`src/hdl/assert_macros.svh`:
```
// Assertion macros shared by the decoder RTL.
`ifndef ASSERT_MACROS_SVH
`define ASSERT_MACROS_SVH

// Clocked property check, disabled while reset is asserted.
`define U8D_ASSERT(label, prop, msg) \
	label: assert property (@(posedge clk) disable iff (!arst_n) prop) else $error(msg);

// Condition that must never be true at a clock edge.
`define U8D_NEVER(label, expr, msg) \
	`U8D_ASSERT(label, !(expr), msg)

`endif

```
`src/hdl/u8d_pkg.sv`:
```
// Shared types and constants for the UTF-8 validating decoder.
`timescale 1ns / 1ps
`default_nettype none

package u8d_pkg;

	localparam int MAX_RES       = 4;
	localparam int JOB_DEPTH_DEF = 2;

	// Lead byte ranges and value limits.
	localparam logic [7:0]  LEAD2_LO  = 8'hC2;
	localparam logic [7:0]  LEAD2_HI  = 8'hDF;
	localparam logic [7:0]  LEAD3_LO  = 8'hE0;
	localparam logic [7:0]  LEAD3_HI  = 8'hEF;
	localparam logic [7:0]  LEAD4_LO  = 8'hF0;
	localparam logic [7:0]  LEAD4_HI  = 8'hF4;
	localparam logic [7:0]  ASCII_LIM = 8'h80;
	localparam logic [1:0]  CONT_TAG  = 2'b10;
	localparam logic [20:0] MIN_LEN2  = 21'h000080;
	localparam logic [20:0] MIN_LEN3  = 21'h000800;
	localparam logic [20:0] MIN_LEN4  = 21'h010000;
	localparam logic [20:0] MAX_CP    = 21'h10FFFF;
	localparam logic [20:0] SURR_LO   = 21'h00D800;
	localparam logic [20:0] SURR_HI   = 21'h00DFFF;

	// One output result.
	typedef struct packed {
		logic [20:0] cp;
		logic        ok;
		logic [2:0]  len;
	} result_t;

	// Every result caused by one input byte.
	typedef struct packed {
		logic [2:0]                 count;
		result_t [MAX_RES-1:0]      res;
	} job_t;

	// Queue status seen by the top level and the back.
	typedef struct packed {
		logic empty;
		logic full;
	} q_status_t;

endpackage

`default_nettype wire

```
`src/hdl/u8d_front.sv`:
```
// Front part: sequence state, byte classification and result job build.
`timescale 1ns / 1ps
`default_nettype none

`include "assert_macros.svh"

module u8d_front (
	input  wire logic          clk,
	input  wire logic          arst_n,
	input  wire logic          fire,
	input  wire logic [7:0]    data_byte,
	input  wire logic          end_of_text,
	output logic               push,
	output u8d_pkg::job_t      job
);
	import u8d_pkg::*;

	logic [7:0]  lead_q;
	logic [2:0]  exp_q;
	logic [2:0]  seen_q;
	logic [20:0] acc_q;
	logic [7:0]  cont_q [3];

	logic [7:0]  lead_d;
	logic [2:0]  exp_d;
	logic [2:0]  seen_d;
	logic [20:0] acc_d;
	logic [7:0]  cont_d [3];

	logic        is_cont;
	logic [2:0]  seen_inc;
	logic [20:0] acc_shift;
	logic [20:0] min_cp;
	logic        bad_cp;
	logic [2:0]  lead_len;
	logic [20:0] lead_val;
	logic [2:0]  nf;
	logic        tail_en;
	result_t     tail;
	logic [7:0]  fbyte [MAX_RES];

	assign is_cont   = data_byte[7:6] == CONT_TAG;
	assign seen_inc  = seen_q + 3'd1;
	assign acc_shift = {acc_q[14:0], data_byte[5:0]};

	// Lead decode
	always_comb begin
		lead_len = 3'd0;
		lead_val = '0;
		if (data_byte >= LEAD2_LO && data_byte <= LEAD2_HI) begin
			lead_len = 3'd2;
			lead_val = {16'b0, data_byte[4:0]};
		end else if (data_byte >= LEAD3_LO && data_byte <= LEAD3_HI) begin
			lead_len = 3'd3;
			lead_val = {17'b0, data_byte[3:0]};
		end else if (data_byte >= LEAD4_LO && data_byte <= LEAD4_HI) begin
			lead_len = 3'd4;
			lead_val = {18'b0, data_byte[2:0]};
		end
	end

	// Range check of a completed value
	always_comb begin
		case (exp_q)
			3'd2:    min_cp = MIN_LEN2;
			3'd3:    min_cp = MIN_LEN3;
			default: min_cp = MIN_LEN4;
		endcase
		bad_cp = (acc_shift < min_cp) || (acc_shift > MAX_CP) ||
			(acc_shift >= SURR_LO && acc_shift <= SURR_HI);
	end

	// Next state, flush count and trailing result
	always_comb begin
		lead_d  = lead_q;
		exp_d   = exp_q;
		seen_d  = seen_q;
		acc_d   = acc_q;
		cont_d  = cont_q;
		nf      = 3'd0;
		tail_en = 1'b0;
		tail    = '0;
		if (exp_q != 3'd0 && is_cont) begin
			if (seen_q != 3'd0 && seen_q <= 3'd3)
				cont_d[seen_q[1:0] - 2'd1] = data_byte;
			acc_d  = acc_shift;
			seen_d = seen_inc;
			if (seen_inc >= exp_q) begin
				if (bad_cp) begin
					nf = seen_inc;
				end else begin
					tail_en = 1'b1;
					tail    = '{cp: acc_shift, ok: 1'b1, len: exp_q};
				end
				lead_d = '0;
				exp_d  = '0;
				seen_d = '0;
				acc_d  = '0;
			end else if (end_of_text) begin
				nf     = seen_inc;
				lead_d = '0;
				exp_d  = '0;
				seen_d = '0;
				acc_d  = '0;
			end
		end else begin
			// Broken or no sequence: flush any open one, then treat the byte as a new lead
			if (exp_q != 3'd0) begin
				nf     = seen_q;
				lead_d = '0;
				exp_d  = '0;
				seen_d = '0;
				acc_d  = '0;
			end
			if (data_byte < ASCII_LIM) begin
				tail_en = 1'b1;
				tail    = '{cp: {13'b0, data_byte}, ok: 1'b1, len: 3'd1};
			end else if (lead_len != 3'd0 && !end_of_text) begin
				lead_d = data_byte;
				exp_d  = lead_len;
				seen_d = 3'd1;
				acc_d  = lead_val;
			end else begin
				tail_en = 1'b1;
				tail    = '{cp: {13'b0, data_byte}, ok: 1'b0, len: 3'd1};
			end
		end
	end

	// Job build: flushed bytes first, then the trailing result
	assign fbyte[0] = lead_q;
	assign fbyte[1] = cont_d[0];
	assign fbyte[2] = cont_d[1];
	assign fbyte[3] = cont_d[2];

	always_comb begin
		job.count = nf + {2'b0, tail_en};
		for (int i = 0; i < MAX_RES; i++) begin
			if (3'(i) < nf)
				job.res[i] = '{cp: {13'b0, fbyte[i]}, ok: 1'b0, len: 3'd1};
			else if (3'(i) == nf && tail_en)
				job.res[i] = tail;
			else
				job.res[i] = '0;
		end
	end

	assign push = fire && job.count != 3'd0;

	// Sequence state
	always_ff @(posedge clk or negedge arst_n) begin
		if (!arst_n) begin
			lead_q <= '0;
			exp_q  <= '0;
			seen_q <= '0;
			acc_q  <= '0;
		end else if (fire) begin
			lead_q <= lead_d;
			exp_q  <= exp_d;
			seen_q <= seen_d;
			acc_q  <= acc_d;
		end
	end

	// Continuation store, no reset
	always_ff @(posedge clk) begin
		if (fire)
			cont_q <= cont_d;
	end

	`U8D_ASSERT(a_open_seen, (exp_q != 3'd0) |-> (seen_q >= 3'd1 && seen_q < exp_q), "seen count out of range for open sequence")

endmodule

`default_nettype wire

```
`src/hdl/u8d_queue.sv`:
```
// Short job queue between the front and back parts.
`timescale 1ns / 1ps
`default_nettype none

`include "assert_macros.svh"

module u8d_queue #(
	parameter int DEPTH = u8d_pkg::JOB_DEPTH_DEF
) (
	input  wire logic              clk,
	input  wire logic              arst_n,
	input  wire logic              push,
	input  wire u8d_pkg::job_t     push_job,
	input  wire logic              pop,
	output u8d_pkg::job_t          head_job,
	output u8d_pkg::q_status_t     status
);
	import u8d_pkg::*;

	localparam int PTR_W = $clog2(DEPTH);
	localparam int CNT_W = $clog2(DEPTH + 1);

	job_t             slot_q [DEPTH];
	logic [PTR_W-1:0] wr_q;
	logic [PTR_W-1:0] rd_q;
	logic [CNT_W-1:0] cnt_q;

	assign status.empty = cnt_q == '0;
	assign status.full  = cnt_q == CNT_W'(DEPTH);
	assign head_job     = slot_q[rd_q];

	// Pointers and fill count
	always_ff @(posedge clk or negedge arst_n) begin
		if (!arst_n) begin
			wr_q  <= '0;
			rd_q  <= '0;
			cnt_q <= '0;
		end else begin
			if (push)
				wr_q <= (wr_q == PTR_W'(DEPTH - 1)) ? '0 : wr_q + 1'b1;
			if (pop)
				rd_q <= (rd_q == PTR_W'(DEPTH - 1)) ? '0 : rd_q + 1'b1;
			if (push && !pop)
				cnt_q <= cnt_q + 1'b1;
			else if (pop && !push)
				cnt_q <= cnt_q - 1'b1;
		end
	end

	// Job storage
	always_ff @(posedge clk) begin
		if (push)
			slot_q[wr_q] <= push_job;
	end

	`U8D_NEVER(a_push_full, push && status.full, "job pushed into full queue")
	`U8D_NEVER(a_pop_empty, pop && status.empty, "job popped from empty queue")
	`U8D_ASSERT(a_cnt_track, (push && !pop) |=> (cnt_q == $past(cnt_q) + 1'b1), "fill count missed a push")

endmodule

`default_nettype wire

```
`src/hdl/u8d_back.sv`:
```
// Back part: walks the head job one result per cycle, while the output is not stalled, into the output register.
`timescale 1ns / 1ps
`default_nettype none

module u8d_back (
	input  wire logic              clk,
	input  wire logic              arst_n,
	input  wire u8d_pkg::job_t     head_job,
	input  wire u8d_pkg::q_status_t status,
	output logic                   pop,
	output logic                   res_valid,
	input  wire logic              res_ready,
	output logic [20:0]            code_point,
	output logic                   valid_res,
	output logic [2:0]             byte_length,
	output logic                   last_of_run
);
	import u8d_pkg::*;

	logic [1:0] idx_q;
	logic       valid_q;
	logic       load;
	logic       last;
	result_t    cur;

	assign load = !status.empty && (!valid_q || res_ready);
	assign cur  = head_job.res[idx_q];
	assign last = {1'b0, idx_q} == head_job.count - 3'd1;
	assign pop  = load && last;

	assign res_valid = valid_q;

	// Result index within the head job and output beat valid
	always_ff @(posedge clk or negedge arst_n) begin
		if (!arst_n) begin
			idx_q   <= '0;
			valid_q <= 1'b0;
		end else begin
			if (load)
				idx_q <= last ? 2'd0 : idx_q + 2'd1;
			if (load)
				valid_q <= 1'b1;
			else if (res_ready)
				valid_q <= 1'b0;
		end
	end

	// Output payload
	always_ff @(posedge clk) begin
		if (load) begin
			code_point  <= cur.cp;
			valid_res   <= cur.ok;
			byte_length <= cur.len;
			last_of_run <= last;
		end
	end

endmodule

`default_nettype wire

```
`src/hdl/utf8_validating_decoder_top.sv`:
```
// Top level of the UTF-8 validating decoder.
//
// Channel  Signals                         Beat contents
// input    byte_valid / byte_ready         data_byte, end_of_text
// output   res_valid / res_ready           code_point, valid_res, byte_length, last_of_run
//
// One byte is accepted per cycle while the job queue has room; the front updates the
// sequence state in that cycle and queues 0 to 4 results for the byte.
// The back delivers one result per cycle from the queue head while the output is not
// stalled, through a registered output, so a byte with n results gives n output beats.
// Reset clears the sequence state, the queue fill count and the output valid; no clearing pass is needed.
// An output stall fills the queue (JOB_DEPTH jobs), after which byte_ready drops.
`timescale 1ns / 1ps
`default_nettype none

module utf8_validating_decoder_top #(
	parameter int JOB_DEPTH = u8d_pkg::JOB_DEPTH_DEF
) (
	input  wire logic        clk,
	input  wire logic        arst_n,
	input  wire logic        byte_valid,
	output logic             byte_ready,
	input  wire logic [7:0]  data_byte,
	input  wire logic        end_of_text,
	output logic             res_valid,
	input  wire logic        res_ready,
	output logic [20:0]      code_point,
	output logic             valid_res,
	output logic [2:0]       byte_length,
	output logic             last_of_run
);
	import u8d_pkg::*;

	logic      fire;
	logic      push;
	logic      pop;
	job_t      new_job;
	job_t      head_job;
	q_status_t q_stat;

	assign byte_ready = !q_stat.full;
	assign fire       = byte_valid && byte_ready;

	u8d_front u_front (
		.clk         (clk),
		.arst_n      (arst_n),
		.fire        (fire),
		.data_byte   (data_byte),
		.end_of_text (end_of_text),
		.push        (push),
		.job         (new_job)
	);

	u8d_queue #(
		.DEPTH (JOB_DEPTH)
	) u_queue (
		.clk      (clk),
		.arst_n   (arst_n),
		.push     (push),
		.push_job (new_job),
		.pop      (pop),
		.head_job (head_job),
		.status   (q_stat)
	);

	u8d_back u_back (
		.clk         (clk),
		.arst_n      (arst_n),
		.head_job    (head_job),
		.status      (q_stat),
		.pop         (pop),
		.res_valid   (res_valid),
		.res_ready   (res_ready),
		.code_point  (code_point),
		.valid_res   (valid_res),
		.byte_length (byte_length),
		.last_of_run (last_of_run)
	);

endmodule

`default_nettype wire

```
`config.mk`:
```
export PLATFORM = sky130hd
export DESIGN_NAME = utf8_validating_decoder_top
export DESIGN_NICKNAME = d
export VERILOG_FILES = /design/src/hdl/u8d_pkg.sv /design/src/hdl/u8d_front.sv /design/src/hdl/u8d_queue.sv /design/src/hdl/u8d_back.sv /design/src/hdl/utf8_validating_decoder_top.sv
export VERILOG_INCLUDE_DIRS = /design/src /design/src/hdl
export SDC_FILE = /design/constraint.sdc
export NUM_CORES = 1
export LEC_CHECK = 0
export BUFFER_PORTS_ARGS = -buffer_cell sky130_fd_sc_hd__buf_2
export CAP_MARGIN = 20
export CORE_ASPECT_RATIO = 0.7
export CORE_UTILIZATION = 37
export DETAILED_ROUTE_END_ITERATION = 8
export PLACE_DENSITY = 0.55
export SLEW_MARGIN = 25
export SYNTH_ARGS = -nofsm -noshare
export SYNTH_HDL_FRONTEND = slang
export SYNTH_SLANG_ARGS = --single-unit
```
`constraint.sdc`:
```
create_clock -name clk -period 26.1 [get_ports clk]
set_input_delay 2.61 -clock clk [delete_from_list [all_inputs] [get_ports clk]]
set_output_delay 2.61 -clock clk [all_outputs]
set_load 0.01 [all_outputs]
```
==> Implementation_results.wiki, run 1 <==
{| class="wikitable"
! Metric !! Value
|-
| Netlist Area Pre-Place || 0.0121 mm^2
|-
| Slack of the critical path || 20.02 ns
|-
| Initial core utilization || 0.376
|-
| Number of global-route vias before repair || 6317
|-
| Clk pin slew, worst setup/hold paths || 0.06 ns
|-
| Cts repair resizes || 0
|-
| Clock sinks || 292
|-
| Cell at the slowest stage of the critical path || buf_4
|-
| First-pass GRT wire length || 38800 um
|-
| Setup TNS || 0 ns
|-
| Gate Count Post-Synth || 690
|-
| Die X || 218 um
|-
| Skew-Pair Late Insertion Delay || 0.57 ns
|-
| Overall routed net length || 25300 um
|-
| Area share of fa/ha/maj cells after synthesis || 0.0134
|-
| Share of the yosys chip area belonging to registers || 0.708
|-
| Largest cells by area after synthesis || edfxtp_1 (63%), mux4_2 (9.3%), dfrtp_1 (7.4%)
|-
| DP Wirelength || 16000 um
|-
| Tightest Hold Check Type || reg2reg
|-
| Layout Nets || 852
|-
| Synth-to-Final Area Change || 15.7%
|-
| Final clock period utilization by the worst path || 0.233
|-
| Placeable core region || 0.0323 mm^2
|-
| Synthesis-stage register bit count || 292
|-
| I/O pin cnt || 41
|-
| Starting DRT DRC Count || 454
|-
| Max Cap Violations || 0
|-
| Maximum vdd drop || 0.0000643 V
|-
| Inserted Clock Buffers || 29
|-
| Kind of start point of the critical path || primary input
|-
| Post-CTS Repair Setup Buffers || 0
|-
| Setup Skew || 0.00885 ns
|-
| Post-synth EDFFs || 256
|-
| FFs w/ async S/R, synth || 0.123
|-
| CP max stage delay || 0.67 ns
|-
| Area used by multi-input combinational logic || 0.00370 mm^2
|-
| Setup crit end kind || register
|-
| Number of buffers and inverters on the critical path || 3
|-
| Overall via count from detail_route || 6442
|-
| Primary flip-flop cell chosen by synthesis mapping || edfxtp_1
|-
| Rows || 55
|-
| Clk Tree Root Cell || clkbuf_16
|-
| Number of endpoints with negative hold slack in the final report || 0
|-
| Top Family by Delay on Critical Path || buffers and inverters
|-
| Antenna violations before repair || 0
|-
| Gp weighted congestion || 0.835
|-
| Most common cell after layout, fill and taps aside || edfxtp_1
|-
| Status || complete, no violations
|-
| Count of inserted antenna diode cells || 0
|-
| Largest family of logic cells by synthesized area || multiplexers
|-
| Simple-gate portion of the synthesized area || 0.0555
|-
| Fraction of synthesized cell area taken by the top area cell type || 0.634
|-
| Setup repair after global routing missed its margin || no
|-
| Synthesized-area fraction occupied by ao, oa, aoi and oai cells || 0.0643
|-
| Cell-by-cell trace of the critical path || buf_2, nor4_1, o22ai_1, o21bai_1, and2_1, ha_1, nand2b_1, a221oi_2, nor4_2, buf_4, buf_4
|-
| Post-cts hold buffer count || 0
|-
| Remaining number of nets flagged by the antenna check after routing || 0
|-
| Routed len/inst || 19.8 um
|-
| Maximum number of pins on one net before global-route repair || 77
|-
| Max clock buf depth || 3
|-
| Fraction of final layout cells with drive strength greater than 1 || 0.232
|-
| Tightest slew margin relative to the limit || 0.374
|-
| Shortest period the worst path allows || 6.08 ns
|-
| Cell type with the highest aggregate area in the netlist || edfxtp_1
|-
| Dpl ws || 19.33 ns
|-
| Pwr dens || 105 mW/mm^2
|-
| Slew at the pin closest to its max-slew limit || 0.935 ns
|-
| Portion of netlist area occupied by mux cells || 0.135
|-
| Critical path's most frequent cell || buf_4
|-
| Maximum net fanout on the critical path || 55
|-
| Overall routing resource usage || 0.154
|-
| Number of H-tree levels || 1
|-
| Residual DRC || 0
|-
| DR pass1 iterations || 5
|-
| Static leakage || 0.00497 uW
|-
| Synthesis Warnings || 0
|-
| Mean area per synthesized cell || 17.6 um^2
|-
| CTS tree || done
|-
| Arrival time worst endpoint || 6.28 ns
|-
| Via density per instance || 5.05
|-
| Filler Cells Inserted || 2812
|-
| Remaining global-route overflow || 0
|-
| Input/output buffers || 40
|-
| Slew Limit Fails || 0
|-
| Die Outline Area || 0.0335 mm^2
|-
| Xor-xnor portion of the synthesized cell area || 0.00722
|-
| Data required time at the worst endpoint || 26.30 ns
|-
| Number of failing setup endpoints in the final timing report || 0
|-
| Most frequent cells in the layout || edfxtp_1 (256), conb_1 (90), mux4_2 (50)
|-
| Fmax achieved || 165 MHz
|-
| Area taken by flip-flops and latches || 0.00859 mm^2
|-
| Critical path start-end classification || in2reg
|-
| DIE HEIGHT || 153 um
|-
| Distinct cell type count of the synthesized netlist || 57
|}
[final timing paths]
kind	startpoint	to	slack (ns)	cells past startpoint
max	data_byte[4]	u_queue.slot_q[0][52]	20.02	11
min	u_front.lead_q[6]	u_front.lead_q[6]	0.50	1
min reg2reg	u_front.lead_q[6]	u_front.lead_q[6]	0.50	1
min in group asynchronous	arst_n	u_front.exp_q[2]	2.16	1
max reg2reg	u_front.seen_q[0]	u_queue.slot_q[0][52]	20.76	16
max in group asynchronous	arst_n	u_queue.rd_q	23.30	1
[cell usage after synthesis (all sizes together) (3+ instances only)]
master / number
xor2: 4
nand2b: 8
o21a: 4
nor4: 5
mux4: 50
nand3: 10
ha: 13
o22ai: 3
mux2: 43
nand4: 3
nor2b: 4
and2: 20
inv: 11
o31ai: 8
buf: 14
nand2: 43
a22o: 30
o311ai: 7
nor2: 17
mux2i: 3
o21ai: 24
nand3b: 3
clkbuf: 20
a21oi: 10
dfrtp: 36
xnor2: 6
edfxtp: 256
nor3: 8
[routing by layer]
metal  vias to the layer above  GRT usage  wire (um)
li1                       2943          -          -
met5                         -          0          0
met3                        41     0.0336       1600
met1                      3268      0.251      13000
met2                       190      0.205      10100
met4                         0     0.0350        557
[flip-flops by register name, summed over array words and instances, names as in the netlist]
signal	flops
u_back.byte_length	3
u_back.code_point	21
u_back.idx_q	2
u_back.last_of_run	1
u_back.res_valid	1
u_back.valid_res	1
u_front.acc_q	15
u_front.cont_q	24
u_front.exp_q	3
u_front.lead_q	8
u_front.seen_q	3
u_queue.cnt_q	2
u_queue.rd_q	1
u_queue.slot_q	206
u_queue.wr_q	1
[where the power goes]
part	switching, uW	total, uW	internal, uW
Clock	173	392	219
Combinational	213	386	172
Sequential	40.2	701	661
Total	427	1480	1050
[stage by stage]
step           hold WS, ns  power [uW]  utilization  cell area [um^2]  std cells
4_1_cts              0.492        1500        0.435             14000       1276
3_5_place_dp         0.477        1100        0.407             13100       1222
6_report             0.495        1480        0.435             14000       1276
5_1_grt              0.505        1560        0.435             14000       1276
3_3_place_gp         0.477        1100        0.407             13100       1222
2_1_floorplan        0.451         994            -             12500        779
[logic make-up after synthesis]
group,after synthesis
buffers and inverters,45
adders and majority gates,13
muxes,96
AOI/OAI and AO/OA,104
other,1
DFF,292
and+or+nand+nor,129
xor gates and xnor gates,10
[layout make-up]
type,instances,share of cell area
Sequential cell,292,0.612
Multi-Input combinational cell,442,0.263
Clock buffer,41,0.0556
Tap cell,427,0.0381
Timing Repair Buffer,50,0.0201
Clock inverter,13,0.00740
Inverter,11,0.00294
[worst reg2reg max path, stage by stage, from the launching register on]
cell and delay (ns):
dfrtp_1 0.51, ha_1 0.28, ha_1 0.27, inv_1 0.09, ha_1 0.30, and2_1 0.14
a21oi_1 0.12, a211o_1 0.37, o21ai_2 0.26, o21a_1 0.26, inv_2 0.21, ha_1 0.39
nand2b_1 0.14, a221oi_2 0.06, nor4_2 0.21, buf_4 0.62, buf_4 0.72
No activity file was read; power rests on OpenSTA's default activity.
==> run 2, diff against run 1 <==
--- a/config.mk
+++ b/config.mk
@@ -6,12 +6,13 @@
 export SDC_FILE = /design/constraint.sdc
 export NUM_CORES = 1
 export LEC_CHECK = 0
+export ABC_AREA = 1
 export BUFFER_PORTS_ARGS = -buffer_cell sky130_fd_sc_hd__buf_2
 export CAP_MARGIN = 20
 export CORE_ASPECT_RATIO = 0.7
 export CORE_UTILIZATION = 37
 export DETAILED_ROUTE_END_ITERATION = 8
-export PLACE_DENSITY = 0.55
+export PLACE_DENSITY = 0.57
 export SLEW_MARGIN = 25
 export SYNTH_ARGS = -nofsm -noshare
 export SYNTH_HDL_FRONTEND = slang
==> constraint.sdc (replaced) <==
create_clock -name clk -period 5.2 [get_ports clk]
set_input_delay 0.52 -clock clk [delete_from_list [all_inputs] [get_ports clk]]
set_output_delay 0.52 -clock clk [all_outputs]
set_load 0.01 [all_outputs]
==> run 2 against run 1 <==
  * The run now ends with design-rule violations left
  * Worst hold slack lost 0.44 ns
  * Final area is 1.7% higher
  * Synthesized area increased by 1.8%
  * Sequential power grew to 5.1 times the previous value
  * Sequential share of layout area fell by 1.1 points
  * Critical path depth is 11 higher
  * Wire length is 16% higher
  * First-iteration DRC count is 45% higher
  * Clock power grew to 5.2 times the previous value
  * Via count up 26%
  * Combinational power grew to 6.3 times the previous value
==> Implementation_results.wiki, run 2 <==
{| class="wikitable"
! Metric !! Value
|-
| Placeable core region || 0.0326 mm^2 (+0.85%)
|-
| Setup TNS || 0 ns (unchanged)
|-
| Xor-xnor portion of the synthesized cell area || 0.00497 (-0.00226)
|-
| Fmax achieved || 224 MHz
|-
| First-pass GRT wire length || 45200 um (+17%)
|-
| Most numerous cell types in the synthesized netlist || edfxtp_1 (256), nor2_1 (198), nand2_1 (152)
|-
| Gate Count Post-Synth || 1088 (+58%)
|-
| Remaining global-route overflow || 0 (unchanged)
|-
| CTS tree || done
|-
| Shortest period the worst path allows || 4.46 ns
|-
| Top register by number of flip-flops || u_queue.slot_q
|-
| Most common cell after layout, fill and taps aside || edfxtp_1
|-
| Slew Limit Fails || 0 (unchanged)
|-
| Maximum net fanout on the critical path || 46 (-16%)
|-
| Cts repair resizes || 0 (unchanged)
|-
| R2r worst-path depth || 22 (+6)
|-
| Timing endpoint of the critical path || u_queue.slot_q[0][27]
|-
| Distinct cell type count of the synthesized netlist || 40 (-30%)
|-
| Antenna violations before repair || 2 (+2)
|-
| Area share of fa/ha/maj cells after synthesis || 0.0132 (-0.000237)
|-
| Portion of netlist area occupied by mux cells || 0.00243 (-0.133)
|-
| Top Family by Delay on Critical Path || buffers and inverters
|-
| Cell-by-cell trace of the critical path || ha_1, ha_1, inv_1, ha_1, a21oi_1, nand3_1, nand2_1, clkinv_1, nand3_2, nand2_2, inv_2, nand3_2, o21ai_4, ha_1, inv_1, nand2_1, nand2_1, nor2_1, nand2_1, nand3_1, clkinvlp_4, buf_12
|-
| Input/output buffers || 40 (unchanged)
|-
| Count of inserted antenna diode cells || 0 (unchanged)
|-
| Final clock period utilization by the worst path || 0.858
|-
| Number of failing setup endpoints in the final timing report || 0 (unchanged)
|-
| Dominant cell by count in the synthesized netlist || edfxtp_1
|-
| Remaining number of nets flagged by the antenna check after routing || 0 (unchanged)
|-
| Data required time at the worst endpoint || 5.47 ns (-20.83 ns)
|-
| Residual DRC || 2 (+2)
|-
| Overall routed net length || 29300 um (+16%)
|-
| Skew-Pair Late Insertion Delay || 0.57 ns (about the same)
|-
| Routed len/inst || 17.6 um (-11%)
|-
| Setup Skew || 0.0248 ns (+0.0159 ns)
|-
| DP Wirelength || 18900 um (+18%)
|-
| Static leakage || 0.00550 uW (+11%)
|-
| Number of cells on the critical path || 22 (+11)
|-
| Gp weighted congestion || 0.857 (+2.6%)
|-
| DR pass1 iterations || 7 (+2)
|-
| Overall routing resource usage || 0.175 (+0.0211)
|-
| Mean area per synthesized cell || 11.3 um^2 (-35%)
|-
| Via density per instance || 4.89 (-3.1%)
|-
| Clk pin slew, worst setup/hold paths || 0.07 ns (about the same)
|-
| Worst reg-to-reg setup slack || 0.74 ns (-20.02 ns)
|-
| Setup crit end kind || register
|-
| I/O pin cnt || 41 (unchanged)
|-
| Status || finished, violations left
|-
| Simple-gate portion of the synthesized area || 0.141 (+0.0852)
|-
| Worst R2R Start || u_front.seen_q[0]
|-
| Post-synth EDFFs || 256 (unchanged)
|-
| Clock sinks || 292 (unchanged)
|-
| Tightest Hold Check Type || in2async
|-
| Post-CTS Repair Setup Buffers || 0 (unchanged)
|-
| Primary flip-flop cell chosen by synthesis mapping || edfxtp_1
|-
| Synthesis Warnings || 0 (unchanged)
|-
| Share of the yosys chip area belonging to registers || 0.696 (-0.0125)
|-
| Tightest slew margin relative to the limit || 0.429 (+0.0542)
|-
| Cell at the slowest stage of the critical path || clkinvlp_4
|-
| Fraction of synthesized cell area taken by the top area cell type || 0.623 (-0.0112)
|-
| Starting DRT DRC Count || 657 (+45%)
|-
| Worst reg2reg endpoint || u_queue.slot_q[0][27]
|-
| Most frequent cells in the layout || edfxtp_1 (256), nor2_1 (196), nand2_1 (152)
|-
| Max reg flops || 206 (unchanged)
|-
| Synth-to-Final Area Change || 15.7% (about the same)
|-
| Number of H-tree levels || 1 (unchanged)
|-
| Overall via count from detail_route || 8109 (+26%)
|-
| Rows || 55 (unchanged)
|-
| Number of endpoints with negative hold slack in the final report || 0 (unchanged)
|-
| Clk Tree Root Cell || clkbuf_16
|-
| Largest family of logic cells by synthesized area || simple AND/OR/NAND/NOR gates
|-
| DIE HEIGHT || 155 um (+0.88%)
|-
| Slew at the pin closest to its max-slew limit || 0.852 ns (-0.0831 ns)
|-
| Arrival time worst endpoint || 4.74 ns (-1.54 ns)
|-
| Largest registers || u_queue.slot_q x206, u_front.cont_q x24, u_back.code_point x21
|-
| Maximum vdd drop || 0.000316 V (+390%)
|-
| Number of buffers and inverters on the critical path || 6 (+3)
|-
| Inserted Clock Buffers || 29 (unchanged)
|-
| Fraction of final layout cells with drive strength greater than 1 || 0.117 (-0.115)
|-
| Max clock buf depth || 3 (unchanged)
|-
| Launching instance or port of the critical path || u_front.seen_q[0]
|-
| Critical path start-end classification || reg2reg
|-
| Worst hold slack after final layout || 0.0582 ns (-0.437 ns)
|-
| Placement Cell Area || 0.0134 mm^2 (+1.8%)
|-
| Number of global-route vias before repair || 7576 (+20%)
|-
| Max Cap Violations || 0 (unchanged)
|-
| Die X || 220 um (+0.89%)
|-
| Initial core utilization || 0.379 (+0.00351)
|-
| Die Outline Area || 0.0341 mm^2 (+1.8%)
|-
| Setup repair after global routing missed its margin || no
|-
| Pwr dens || 563 mW/mm^2 (+430%)
|-
| Largest cells by area after synthesis || edfxtp_1 (62%), dfrtp_1 (7.3%), nor2_1 (6.0%)
|-
| Netlist Area Pre-Place || 0.0123 mm^2 (+1.8%)
|-
| CP max stage delay || 0.50 ns (-0.17 ns)
|-
| Synthesis-stage register bit count || 292 (unchanged)
|-
| Cell type with the highest aggregate area in the netlist || edfxtp_1
|-
| Synthesized-area fraction occupied by ao, oa, aoi and oai cells || 0.103 (+0.0392)
|-
| Failing checks || design-rule violations
|-
| Area of all placed cells without fillers || 0.0143 mm^2 (+1.7%)
|-
| Kind of start point of the critical path || register
|-
| FFs w/ async S/R, synth || 0.123 (unchanged)
|-
| Layout Nets || 1236 (+45%)
|-
| Post-cts hold buffer count || 0 (unchanged)
|-
| Maximum number of pins on one net before global-route repair || 59 (-23%)
|}
## run 2: cell count changes after synthesis, moves of 30 or more
| cell | delta |
|---|---|
| inv_1 | +45 |
| nand2_1 | +111 |
| a22o_1 | -30 |
| mux2_2 | -43 |
| o21ai_0 | +123 |
| nor2_1 | +181 |
| o22ai_1 | +40 |
| mux4_2 | -50 |
## run 2: cell type report
type / instances / area (um^2)
Fill cell: 3064 / 18300
Clock inverter: 21 / 166
Timing Repair Buffer: 52 / 340
Multi-Input combinational cell: 761 / 3630
Sequential cell: 292 / 8590
Tap cell: 427 / 534
Clock buffer: 31 / 733
Inverter: 74 / 284
## run 2: cell families after synthesis
group / after synthesis
buf+inv: 124
flops: 292
fa+ha+maj: 13
simple gates: 415
other cells: 1
mux: 3
compound gates: 233
xor+xnor: 7
## run 2: metrics by stage
stage	cells	setup slack (ns)	utilization	power [uW]
finish	1658	0.739	0.439	8040
global placement	1606	0.874	0.411	6060
CTS	1658	0.742	0.439	8130
detailed placement	1606	0.761	0.411	6100
global route	1658	0.366	0.439	8560
floorplan	1177	0.441	-	5260
## run 2: worst min-delay path by stage
stage | endpoint | slack [ns] | cells after the start
floorplan | u_back.idx_q[0] | 0.22 | 0
global placement | u_queue.cnt_q[0] | 0.46 | 1
detailed placement | u_queue.cnt_q[0] | 0.46 | 1
CTS | u_front.acc_q[5] | 0.07 | 1
global route | u_front.acc_q[5] | 0.11 | 1
finish | u_front.acc_q[5] | 0.06 | 1
## run 2: per-layer routing
| metal | up-vias | wire length, um | track usage |
|---|---|---|---|
| met5 | - | 0 | 0 |
| met4 | 0 | 522 | 0.0368 |
| met3 | 40 | 1630 | 0.0328 |
| met2 | 185 | 11600 | 0.234 |
| met1 | 3912 | 15500 | 0.288 |
| li1 | 3972 | - | - |
## run 2: power breakdown
group / switching, uW / internal (uW) / total, uW / leakage (uW)
Sequential: 231 / 3340 / 3570 / 0.00286
Clock: 902 / 1120 / 2020 / 0.000447
Combinational: 1710 / 740 / 2450 / 0.00219
